### config.mk
export PLATFORM = sky130hd
export DESIGN_NAME = go_back_n_send_window_top_flat
export DESIGN_NICKNAME = d
export VERILOG_FILES = /design/src/hw/rtl/gbn_pkg.sv /design/src/hw/rtl/gbn_ifs.sv /design/src/hw/rtl/gbn_cell.sv /design/src/hw/rtl/gbn_window.sv /design/src/hw/rtl/go_back_n_send_window_top.sv /design/src/flat_wrapper.sv
export SDC_FILE = /design/constraint.sdc
export NUM_CORES = 2
export LEC_CHECK = 0
export BUFFER_PORTS_ARGS = -buffer_cell sky130_fd_sc_hd__buf_2
export CORE_MARGIN = 1.5
export CORE_UTILIZATION = 55
export CTS_BUF_LIST = sky130_fd_sc_hd__clkbuf_16
export DETAILED_ROUTE_END_ITERATION = 6
export GPL_ROUTABILITY_DRIVEN = 0
export MAX_ROUTING_LAYER = met4
export PLACE_DENSITY = 0.72
export SLEW_MARGIN = 0
export SYNTH_ARGS = -nofsm -noshare
export SYNTH_HDL_FRONTEND = slang
export SYNTH_SLANG_ARGS = --single-unit
export TNS_END_PERCENT = 5
### constraint.sdc
create_clock -name clock -period 7.8 [get_ports clock]
set_input_delay 0.39 -clock clock [delete_from_list [all_inputs] [get_ports clock]]
set_output_delay 0.39 -clock clock [all_outputs]
set_load 0.05 [all_outputs]
### src/hw/rtl/gbn_pkg.sv
// ----------------------------------------------------------------------------
// gbn_pkg
// shared types and constants of the go-back-n send window
// ----------------------------------------------------------------------------
package gbn_pkg;

   localparam int SEQ_W  = 16;
   localparam int TYPE_W = 8;
   localparam int TAG_W  = 16;
   localparam int KIND_W = 3;

   // config register widths and indexes
   localparam int CSR_WS_W   = 5;
   localparam int CSR_IB_W   = 2;
   localparam int CSR_DATA_W = 5;
   localparam int CSR_IDX_W  = 1;

   localparam logic [CSR_IDX_W-1:0] CSR_WINDOW_SIZE = 1'd0;
   localparam logic [CSR_IDX_W-1:0] CSR_INDEX_BYTES = 1'd1;

   localparam logic [CSR_WS_W-1:0] WINDOW_SIZE_RST = 5'd4;
   localparam logic [CSR_IB_W-1:0] INDEX_BYTES_RST = 2'd1;

   // input kinds
   localparam logic REQ_NEW_FRAME = 1'b0;

   localparam logic [TYPE_W-1:0] ACK_TYPE = 8'd2;

   // result kinds
   localparam logic [KIND_W-1:0] OUT_RELOAD   = 3'd0;
   localparam logic [KIND_W-1:0] OUT_TX       = 3'd1;
   localparam logic [KIND_W-1:0] OUT_OVERFLOW = 3'd2;
   localparam logic [KIND_W-1:0] OUT_BADTYPE  = 3'd3;
   localparam logic [KIND_W-1:0] OUT_EMPTY    = 3'd4;

   localparam logic [SEQ_W-1:0] MASK_ONE_BYTE = 16'h00ff;
   localparam logic [SEQ_W-1:0] MASK_TWO_BYTE = 16'hffff;

   typedef struct packed {
      logic              kind;
      logic [TYPE_W-1:0] type_code;
      logic [SEQ_W-1:0]  seq_index;
      logic [TAG_W-1:0]  payload_tag;
   } req_payload_type;

   typedef struct packed {
      logic [KIND_W-1:0] out_kind;
      logic [SEQ_W-1:0]  out_index;
      logic [TAG_W-1:0]  out_tag;
      logic              last;
   } rsp_payload_type;

   // one frame descriptor held by a cell
   typedef struct packed {
      logic [SEQ_W-1:0]  index;
      logic [TYPE_W-1:0] ftype;
      logic [TAG_W-1:0]  tag;
   } entry_type;

   typedef enum logic [1:0] {
      CELL_HOLD   = 2'd0,
      CELL_PUSH   = 2'd1,
      CELL_SHIFT  = 2'd2,
      CELL_ROTATE = 2'd3
   } cell_op_type;

endpackage

### src/hw/rtl/gbn_ifs.sv
// ----------------------------------------------------------------------------
// gbn channel interfaces
// valid/ready channels for request and response transactions
// ----------------------------------------------------------------------------
interface gbn_req_if import gbn_pkg::*; ();
   logic            valid;
   logic            ready;
   req_payload_type data;

   modport source (output valid, output data, input ready);
   modport sink (input valid, input data, output ready);
endinterface

interface gbn_rsp_if import gbn_pkg::*; ();
   logic            valid;
   logic            ready;
   rsp_payload_type data;

   modport source (output valid, output data, input ready);
   modport sink (input valid, input data, output ready);
endinterface

### src/hw/rtl/gbn_cell.sv
// ----------------------------------------------------------------------------
// gbn_cell
// one window slot: holds a frame descriptor, loads, shifts or rotates
// ----------------------------------------------------------------------------
module gbn_cell import gbn_pkg::*; #(
   parameter int POS   = 0,
   parameter int CNT_W = 5
) (
   input  logic             clock,
   input  cell_op_type      op,
   input  logic [CNT_W-1:0] occ,
   input  entry_type        new_entry,
   input  entry_type        next_entry,
   input  entry_type        front_entry,
   output entry_type        entry
);

   localparam logic [CNT_W-1:0] MY_POS    = CNT_W'(POS);
   localparam logic [CNT_W-1:0] MY_POS_P1 = CNT_W'(POS + 1);

   entry_type entry_ff;
   entry_type entry_in;

   always_comb begin
      entry_in = entry_ff;
      case (op)
         CELL_PUSH: begin
            if (occ == MY_POS) entry_in = new_entry;
         end
         CELL_SHIFT: begin
            entry_in = next_entry;
         end
         CELL_ROTATE: begin
            // tail of the occupied row takes the front entry
            if (MY_POS_P1 < occ) entry_in = next_entry;
            else if (MY_POS_P1 == occ) entry_in = front_entry;
         end
         default: begin
            entry_in = entry_ff;
         end
      endcase
   end

   always_ff @(posedge clock) begin
      entry_ff <= entry_in;
   end

   assign entry = entry_ff;

endmodule

### src/hw/rtl/gbn_window.sv
// ----------------------------------------------------------------------------
// gbn_window
// row of window cells, front of the queue at cell zero
// ----------------------------------------------------------------------------
module gbn_window import gbn_pkg::*; #(
   parameter int WINDOW_MAX = 16,
   parameter int CNT_W      = 5
) (
   input  logic             clock,
   input  cell_op_type      op,
   input  logic [CNT_W-1:0] occ,
   input  entry_type        new_entry,
   output entry_type        front_entry
);

   entry_type cells [WINDOW_MAX];

   for (genvar i = 0; i < WINDOW_MAX; i++) begin : g_cell
      entry_type next_entry;
      if (i == WINDOW_MAX - 1) begin : g_end
         // last cell holds on shift
         assign next_entry = cells[i];
      end else begin : g_mid
         assign next_entry = cells[i + 1];
      end

      gbn_cell #(
         .POS   (i),
         .CNT_W (CNT_W)
      ) u_cell (
         .clock       (clock),
         .op          (op),
         .occ         (occ),
         .new_entry   (new_entry),
         .next_entry  (next_entry),
         .front_entry (cells[0]),
         .entry       (cells[i])
      );
   end

   assign front_entry = cells[0];

endmodule

### src/hw/rtl/go_back_n_send_window_top.sv
// ----------------------------------------------------------------------------
// go_back_n_send_window_top
// go-back-n sender window built on a row of descriptor cells
// ----------------------------------------------------------------------------
// The window is a row of WINDOW_MAX cells, front frame in cell zero. A new
// frame that leaves the window short of full, an overflow, an empty-window or
// a bad-type control transaction is decided in the idle state and its single
// result goes straight to the output register. An in-range ack also sends its
// result straight there, then pops the acked frames (the row shifts down by
// one cell a cycle). A transmit pass (window filled, ack out of range, or
// timeout) walks every occupied entry while the row rotates by one cell a
// cycle past cell zero, holding while the result side stalls, then hands out
// the final frame. Every frame of a pass is tested against the index last
// handed on when the pass began. Transmitted frames are held back one step
// so the final one can be marked with last. A new request transaction is
// taken only when the sequencer is idle and the output register is free or
// being drained.
// ----------------------------------------------------------------------------
module go_back_n_send_window_top import gbn_pkg::*; #(
   parameter int WINDOW_MAX = 16
) (
   input  logic                  clock,
   input  logic                  reset,
   gbn_req_if.sink               req_chan,
   gbn_rsp_if.source             rsp_chan,
   input  logic                  csr_we,
   input  logic [CSR_IDX_W-1:0]  csr_index,
   input  logic [CSR_DATA_W-1:0] csr_wdata
);

   // occupancy and counters must hold WINDOW_MAX and the 5-bit window size
   localparam int OCC_W = $clog2(WINDOW_MAX + 1);
   localparam int CNT_W = (OCC_W > CSR_WS_W) ? OCC_W : CSR_WS_W;
   localparam logic [CNT_W-1:0] WMAX_C = CNT_W'(WINDOW_MAX);
   localparam logic [CNT_W-1:0] ONE_C  = CNT_W'(1);

   typedef enum logic [3:0] {
      S_IDLE  = 4'b0001,
      S_POP   = 4'b0010,
      S_TX    = 4'b0100,
      S_FLUSH = 4'b1000
   } state_type;

   typedef struct packed {
      logic [SEQ_W-1:0] index;
      logic [TAG_W-1:0] tag;
   } pend_type;

   // config registers
   logic [CSR_WS_W-1:0] window_size_ff;
   logic [CSR_IB_W-1:0] index_bytes_ff;

   // control state
   state_type         state_ff, state_in;
   logic [CNT_W-1:0]  occ_ff, occ_in;
   logic [CNT_W-1:0]  cnt_ff, cnt_in;
   logic [SEQ_W-1:0]  last_sent_ff, last_sent_in;
   logic [SEQ_W-1:0]  base_ff, base_in;
   logic              pend_valid_ff, pend_valid_in;
   pend_type          pend_ff, pend_in;
   logic              rsp_valid_ff, rsp_valid_in;
   rsp_payload_type   rsp_data_ff, rsp_data_in;

   // cell row control
   cell_op_type       cell_op;
   entry_type         new_entry;
   entry_type         front;

   // derived values
   logic [CNT_W-1:0]  ws_ext;
   logic [CNT_W-1:0]  w_eff;
   logic [SEQ_W-1:0]  w_seq;
   logic [SEQ_W-1:0]  mask;
   logic              out_free;
   logic              accept;
   logic [SEQ_W-1:0]  ack_dist;
   logic [CNT_W-1:0]  ack_cnt;
   logic [SEQ_W-1:0]  tx_dist;
   logic              tx_hit;
   logic              tx_stall;

   // effective window: zero means one, saturate at the cell count
   assign ws_ext = CNT_W'(window_size_ff);
   always_comb begin
      if (ws_ext == '0) w_eff = ONE_C;
      else if (ws_ext > WMAX_C) w_eff = WMAX_C;
      else w_eff = ws_ext;
   end
   assign w_seq = SEQ_W'(w_eff);
   assign mask  = (index_bytes_ff >= 2'd2) ? MASK_TWO_BYTE : MASK_ONE_BYTE;

   assign out_free = !rsp_valid_ff || rsp_chan.ready;
   assign req_chan.ready = (state_ff == S_IDLE) && out_free;
   assign accept = req_chan.valid && req_chan.ready;

   assign new_entry.index = req_chan.data.seq_index;
   assign new_entry.ftype = req_chan.data.type_code;
   assign new_entry.tag   = req_chan.data.payload_tag;

   // ack distance from the front frame
   assign ack_dist = (req_chan.data.seq_index - front.index) & mask;
   assign ack_cnt  = CNT_W'(ack_dist) + ONE_C;

   // transmit window test for the entry passing cell zero, against the
   // index last handed on at the start of the pass
   assign tx_dist  = (front.index - base_ff) & mask;
   assign tx_hit   = (tx_dist != '0) && (tx_dist <= w_seq);
   assign tx_stall = tx_hit && pend_valid_ff && !out_free;

   always_comb begin
      state_in      = state_ff;
      occ_in        = occ_ff;
      cnt_in        = cnt_ff;
      last_sent_in  = last_sent_ff;
      base_in       = base_ff;
      pend_valid_in = pend_valid_ff;
      pend_in       = pend_ff;
      rsp_valid_in  = rsp_valid_ff && !rsp_chan.ready;
      rsp_data_in   = rsp_data_ff;
      cell_op       = CELL_HOLD;

      case (state_ff)
         S_IDLE: begin
            if (accept) begin
               // default echo of the transaction, kind set below
               rsp_data_in.out_index = req_chan.data.seq_index;
               rsp_data_in.out_tag   = req_chan.data.payload_tag;
               rsp_data_in.last      = 1'b1;
               rsp_data_in.out_kind  = OUT_RELOAD;
               if (req_chan.data.kind == REQ_NEW_FRAME) begin
                  if (occ_ff >= w_eff) begin
                     rsp_valid_in         = 1'b1;
                     rsp_data_in.out_kind = OUT_OVERFLOW;
                  end else begin
                     cell_op = CELL_PUSH;
                     occ_in  = occ_ff + ONE_C;
                     if (occ_in < w_eff) begin
                        rsp_valid_in = 1'b1;
                     end else begin
                        // window filled: walk every entry
                        cnt_in   = occ_in;
                        state_in = S_TX;
                     end
                  end
               end else if (occ_ff == '0) begin
                  rsp_valid_in         = 1'b1;
                  rsp_data_in.out_kind = OUT_EMPTY;
               end else if (req_chan.data.type_code == ACK_TYPE) begin
                  if (ack_dist < w_seq) begin
                     rsp_valid_in = 1'b1;
                     cnt_in       = (ack_cnt > occ_ff) ? occ_ff : ack_cnt;
                     state_in     = S_POP;
                  end else begin
                     cnt_in   = occ_ff;
                     state_in = S_TX;
                  end
               end else if (req_chan.data.type_code == front.ftype) begin
                  // timeout: rewind to just before the front frame
                  last_sent_in = (front.index - SEQ_W'(1)) & mask;
                  cnt_in       = occ_ff;
                  state_in     = S_TX;
               end else begin
                  rsp_valid_in         = 1'b1;
                  rsp_data_in.out_kind = OUT_BADTYPE;
               end
            end
            // reference index of a pass that may start here
            base_in = last_sent_in;
         end
         S_POP: begin
            cell_op = CELL_SHIFT;
            occ_in  = occ_ff - ONE_C;
            cnt_in  = cnt_ff - ONE_C;
            if (cnt_ff == ONE_C) state_in = S_IDLE;
         end
         S_TX: begin
            if (!tx_stall) begin
               cell_op      = CELL_ROTATE;
               last_sent_in = front.index;
               cnt_in       = cnt_ff - ONE_C;
               if (tx_hit) begin
                  // release the held frame, hold the new one
                  if (pend_valid_ff) begin
                     rsp_valid_in          = 1'b1;
                     rsp_data_in.out_kind  = OUT_TX;
                     rsp_data_in.out_index = pend_ff.index;
                     rsp_data_in.out_tag   = pend_ff.tag;
                     rsp_data_in.last      = 1'b0;
                  end
                  pend_valid_in = 1'b1;
                  pend_in.index = front.index;
                  pend_in.tag   = front.tag;
               end
               if (cnt_ff == ONE_C) state_in = S_FLUSH;
            end
         end
         S_FLUSH: begin
            if (!pend_valid_ff) begin
               state_in = S_IDLE;
            end else if (out_free) begin
               rsp_valid_in          = 1'b1;
               rsp_data_in.out_kind  = OUT_TX;
               rsp_data_in.out_index = pend_ff.index;
               rsp_data_in.out_tag   = pend_ff.tag;
               rsp_data_in.last      = 1'b1;
               pend_valid_in         = 1'b0;
               state_in              = S_IDLE;
            end
         end
         default: begin
            state_in = S_IDLE;
         end
      endcase
   end

   always_ff @(posedge clock) begin
      if (reset) begin
         window_size_ff <= WINDOW_SIZE_RST;
         index_bytes_ff <= INDEX_BYTES_RST;
      end else if (csr_we) begin
         case (csr_index)
            CSR_WINDOW_SIZE: window_size_ff <= csr_wdata[CSR_WS_W-1:0];
            CSR_INDEX_BYTES: index_bytes_ff <= csr_wdata[CSR_IB_W-1:0];
            default: begin
               window_size_ff <= window_size_ff;
            end
         endcase
      end
   end

   always_ff @(posedge clock) begin
      if (reset) begin
         state_ff      <= S_IDLE;
         occ_ff        <= '0;
         cnt_ff        <= '0;
         last_sent_ff  <= '0;
         base_ff       <= '0;
         pend_valid_ff <= 1'b0;
         rsp_valid_ff  <= 1'b0;
      end else begin
         state_ff      <= state_in;
         occ_ff        <= occ_in;
         cnt_ff        <= cnt_in;
         last_sent_ff  <= last_sent_in;
         base_ff       <= base_in;
         pend_valid_ff <= pend_valid_in;
         rsp_valid_ff  <= rsp_valid_in;
      end
   end

   // payload registers
   always_ff @(posedge clock) begin
      pend_ff     <= pend_in;
      rsp_data_ff <= rsp_data_in;
   end

   gbn_window #(
      .WINDOW_MAX (WINDOW_MAX),
      .CNT_W      (CNT_W)
   ) u_window (
      .clock       (clock),
      .op          (cell_op),
      .occ         (occ_ff),
      .new_entry   (new_entry),
      .front_entry (front)
   );

   assign rsp_chan.valid = rsp_valid_ff;
   assign rsp_chan.data  = rsp_data_ff;

`ifndef NO_ASSERTIONS
   a_state_onehot: assert property (@(posedge clock) disable iff (reset)
      $onehot(state_ff))
      else $error("sequencer state not one-hot");

   a_occ_bound: assert property (@(posedge clock) disable iff (reset)
      occ_ff <= WMAX_C)
      else $error("occupancy beyond cell count");

   a_pop_nonempty: assert property (@(posedge clock) disable iff (reset)
      (state_ff == S_POP) |-> (occ_ff != '0) && (cnt_ff != '0))
      else $error("pop on empty window");

   a_tx_count: assert property (@(posedge clock) disable iff (reset)
      (state_ff == S_TX) |-> (cnt_ff != '0) && (cnt_ff <= occ_ff))
      else $error("transmit walk count out of range");

   a_stall_holds: assert property (@(posedge clock) disable iff (reset)
      (state_ff == S_TX && tx_stall) |=> $stable(cnt_ff) && $stable(last_sent_ff))
      else $error("transmit walk advanced while stalled");
`endif

endmodule

### src/flat_wrapper.sv
// flat-port wrapper written by rule: the top's interface ports become plain ports
module go_back_n_send_window_top_flat import gbn_pkg::*;
#(
   parameter int WINDOW_MAX = 16
)
  (clock, reset, csr_we, csr_index, csr_wdata, req_chan_valid, req_chan_data, req_chan_ready, rsp_chan_valid, rsp_chan_data, rsp_chan_ready);
  gbn_req_if req_chan_i ();
  gbn_rsp_if rsp_chan_i ();
  input  logic clock;
  input  logic reset;
  input  logic csr_we;
  input  logic [CSR_IDX_W-1:0] csr_index;
  input  logic [CSR_DATA_W-1:0] csr_wdata;
  input wire logic [$bits(req_chan_i.valid)-1:0] req_chan_valid;
  input wire logic [$bits(req_chan_i.data)-1:0] req_chan_data;
  output wire logic [$bits(req_chan_i.ready)-1:0] req_chan_ready;
  output wire logic [$bits(rsp_chan_i.valid)-1:0] rsp_chan_valid;
  output wire logic [$bits(rsp_chan_i.data)-1:0] rsp_chan_data;
  input wire logic [$bits(rsp_chan_i.ready)-1:0] rsp_chan_ready;
  assign req_chan_i.valid = req_chan_valid;
  assign req_chan_i.data = req_chan_data;
  assign req_chan_ready = req_chan_i.ready;
  assign rsp_chan_valid = rsp_chan_i.valid;
  assign rsp_chan_data = rsp_chan_i.data;
  assign rsp_chan_i.ready = rsp_chan_ready;
  go_back_n_send_window_top #(.WINDOW_MAX(WINDOW_MAX)) u_core (.clock(clock), .reset(reset), .req_chan(req_chan_i), .rsp_chan(rsp_chan_i), .csr_we(csr_we), .csr_index(csr_index), .csr_wdata(csr_wdata));
endmodule
==> summary.md <==
| Metric | Value |
|---|---|
| Initial antenna violation count | 1 |
| Buffers on Ports | 89 |
| CTS Sinks | roughly 760 |
| Unrepaired setup endpoints after global routing | false |
| Clk_skew | ~31 ps |
| Compound-Gate Fraction of Synth Area | 0.216 |
| Place WS | about 2000 ps |
| PnR worst setup slack | 1830 ps |
| Worst slew margin | 0.184 |
| Ys Warns | 0 |
| CTS clk-pin slew, worst paths | 60 ps |
| Total Die Area | 66500 µm² |
| Synth Area in Simple Gates | 0.0626 |
| Crit Path Category | register to register |
| Mean area per synthesized cell | 13.5 µm² |
| LEAKAGE | between 0.01 and 0.015 µW |
| Max Clk Rate | roughly 0.17 GHz |
| ANT nets after route | 0 |
| Post-Synth Adder-Cell Area | 0.0232 |
| Worst reg2reg path depth | 15 |
| Vias in the first global route | around 25000 |
| Clock network latency to the later pin of the worst-skew pair | around 630 ps |
| Mux cell area share after synthesis | 0.0146 |
| Maxcap violations | 0 |
| Ports | 90 |
| CTS Buffer Depth | 3 |
| Overall routed net length | approximately 100000 µm |
| Pwr dens | around 290 nW/µm² |
| Share of layout cells above drive strength 1 | 0.140 |
| Setup_tns | 0 ps |
| Design Power | 11300 µW |
| Period utilisation layout | 0.765 |
| Slew @ Worst Pin | roughly 1200 ps |
| Core area | between 60000 and 70000 µm² |
| Reg2reg setup slack | 1830 ps |
| DRT Pass-1 Iters | 7 |
| CP startpoint | u_core.u_window.g_cell[0].u_cell.entry[25] |
| Post-CTS Resized | 0 |
| Xor-xnor portion of the synthesized cell area | 0.0128 |
| First-pass GRT wire length | around 150000 µm |
| Final hold violation count | 0 |
| CTS tree | done |
| Total GRT Usage | 0.312 |
| Largest net degree at the start of global routing | 56 |
| Status | finished, final reports clean |
| CP Capture Type | register |
| Die X-Extent | between 200 and 300 µm |
| Layout fillers | between 4000 and 5000 |
| Hold_ws | about 22 ps |
| Worst setup endpoint | u_core.u_window.g_cell[14].u_cell.entry[28] |
| Initial Utilization | 0.555 |
| Tmin final | between 5000 and 6000 ps |
| # DRC | 0 |
| Number of vias per cell | between 7 and 8 |
| Critical Path AT | between 6000 and 7000 ps |
| Synth unique cells | 79 |
| DR WL/cell | 29.3 µm |
| Post-CTS Setup Inserts | 0 |
| Syn Std Cell Area | around 36000 µm² |
| Req. time, crit path | 8100 ps |
| CTS root buffer | clkbuf_16 |
| Gr ovfl total | 0 |
| Reg2reg end | u_core.u_window.g_cell[14].u_cell.entry[28] |
| Syn Inst Count | about 2600 |
| Hold Path Class | input pin to register |
| CTS Buf Count | between 70 and 80 |
| Vias | roughly 26000 |
| Crit Path Max Fanout | 42 |
| RR Startpoint | u_core.u_window.g_cell[0].u_cell.entry[25] |
| Finish-stage setup viols | 0 |
| Final Slew Violations | 0 |
| Post-Syn Nets | between 2000 and 3000 |
| Initial drt markers | ~3900 |
| Main combinational cell family by area after synthesis | compound AO/OA/AOI/OAI gates |
| Worst vdd ir | ~0.0003 V |
| Post-synth ARST share | 0 |
| Die Y | approximately 260 µm |
| Std-Cell Rows | 93 |
| Number of synthesized flops with an enable pin | slightly above 700 |
| Area Growth Syn to Fin | 9.75% |
| Post-synth top flop | edfxtp_1 |
| Register area share after synthesis | 0.626 |
| Final Net Count | ~2700 |
| Synth Register Bits | around 760 |
| Final HPWL DP | 61000 µm |
| Crit path launch type | register |
| CTS H-tree lvls | 3 |
## area by class of cell
cell class                      count  area (µm²)  share of cell area
Antenna cell                        1        2.50           0.0000638
Clock buffer                       79        1980              0.0504
Clock inverter                     56         414              0.0106
Inverter                           52         195             0.00498
Multi-Input combinational cell   1511       12200               0.310
Sequential cell                   762       22300               0.570
Tap cell                          855        1070              0.0273
Timing Repair Buffer              165        1030              0.0264
## worst max-delay path, cell delays in order (launching register included)
cell	delay, ps
edfxtp_1	320
buf_4	230
inv_1	180
fa_1	500
nand2b_1	190
a21oi_1	180
xor2_1	240
ha_1	290
and2_1	180
a221oi_1	230
o21ai_0	160
nor2_1	440
a31oi_4	450
and2_2	670
a21oi_4	990
buf_4	380
## logic make-up (layout without fill, tap and decap cells)
kind of cell	count (synthesis)	after routing
AOI/OAI and AO/OA	876	876
DFF	762	762
and+or+nand+nor	470	470
buffers and inverters	373	352
adders and majority gates	65	65
xor gates and xnor gates	52	52
muxes	48	48
other	0	1
## per-layer routing
metal	global-route usage	routed length [µm]	up-vias
li1	-	-	10600
met1	0.406	38900	12800
met2	0.488	48300	1885
met3	0.0637	11900	216
met4	0.109	3010	0
met5	-	0	-
## report_power, final
group          leakage [µW]  internal [µW]  total (µW)  switching (µW)
Sequential          0.00684           4910        5150             246
Clock               0.00120           2000        3580            1580
Combinational       0.00546            820        2540            1720
## sequential cells by signal (all words and copies together), names as in the netlist
| register | count |
|---|---|
| u_core.base_ff | 16 |
| u_core.occ_ff | 5 |
| u_core.last_sent_ff | 16 |
| u_core.state_ff | 4 |
| u_core.index_bytes_ff | 1 |
| u_core.window_size_ff | 5 |
| u_core.cnt_ff | 5 |
| u_core.rsp_chan.valid | 1 |
| u_core.pend_ff | 32 |
| u_core.rsp_chan.data | 36 |
| u_core.pend_valid_ff | 1 |
| u_core.u_window.g_cell.u_cell.entry | 640 |
## cells in the final DEF, fill, tap and decap left out, types with 46 or more instances in the layout
cell type	instances
edfxtp_1	708
a221o_1	559
nand2_1	168
nor2_1	104
buf_2	89
a21oi_1	83
clkbuf_16	79
buf_4	73
ha_1	63
inv_1	61
dfxtp_1	54
a21o_1	51
o21ai_0	46
## cells in the mapped netlist (all sizes together) (11+ instances only)
cell type / n / area [µm²]
mux2: 34 / 383
a21o: 53 / 413
nor2b: 17 / 106
xor2: 20 / 175
nand2b: 11 / 68.8
nor3: 34 / 170
nand3: 20 / 100
a211o: 13 / 114
dfxtp: 54 / 1080
xnor2: 32 / 280
a221o: 559 / 5600
nor2: 110 / 413
o21ai: 61 / 313
a211oi: 13 / 97.6
inv: 51 / 191
ha: 63 / 788
edfxtp: 708 / 21300
mux2i: 14 / 140
clkbuf: 224 / 841
nand2: 169 / 634
and2: 52 / 328
a31oi: 11 / 81.3
a21oi: 94 / 474
buf: 97 / 573
## worst min-delay path by stage
stage	slack, ps	end	from	cells after the start
floorplan	420	u_core.pend_ff[31]	u_core.u_window.g_cell[0].u_cell.entry[39]	0
finish	20	u_core.window_size_ff[0]	csr_wdata[0]	3
global placement	440	u_core.last_sent_ff[9]	u_core.last_sent_ff[9]	2
CTS	0.3	u_core.window_size_ff[0]	csr_wdata[0]	3
detailed placement	450	u_core.last_sent_ff[15]	u_core.last_sent_ff[15]	2
global route	40	u_core.window_size_ff[4]	csr_wdata[4]	3
## metrics by stage
| stage | cells | util | cell area, µm² |
|---|---|---|---|
| after CTS | 3480 | 0.609 | 39200 |
| final | 3481 | 0.609 | 39200 |
| after floorplan | 2646 | - | 35700 |
| after global routing | 3481 | 0.609 | 39200 |
| after global placement | 3343 | 0.572 | 36800 |
| after detailed placement | 3343 | 0.572 | 36800 |
## what timing repair did
item | CTS | global route
endpoints found under the hold margin | 2 | 0
endpoints found under the setup margin | 0 | 0
hold buffers | 2 | 0
Note: power is estimated with default switching activity, not from simulation.
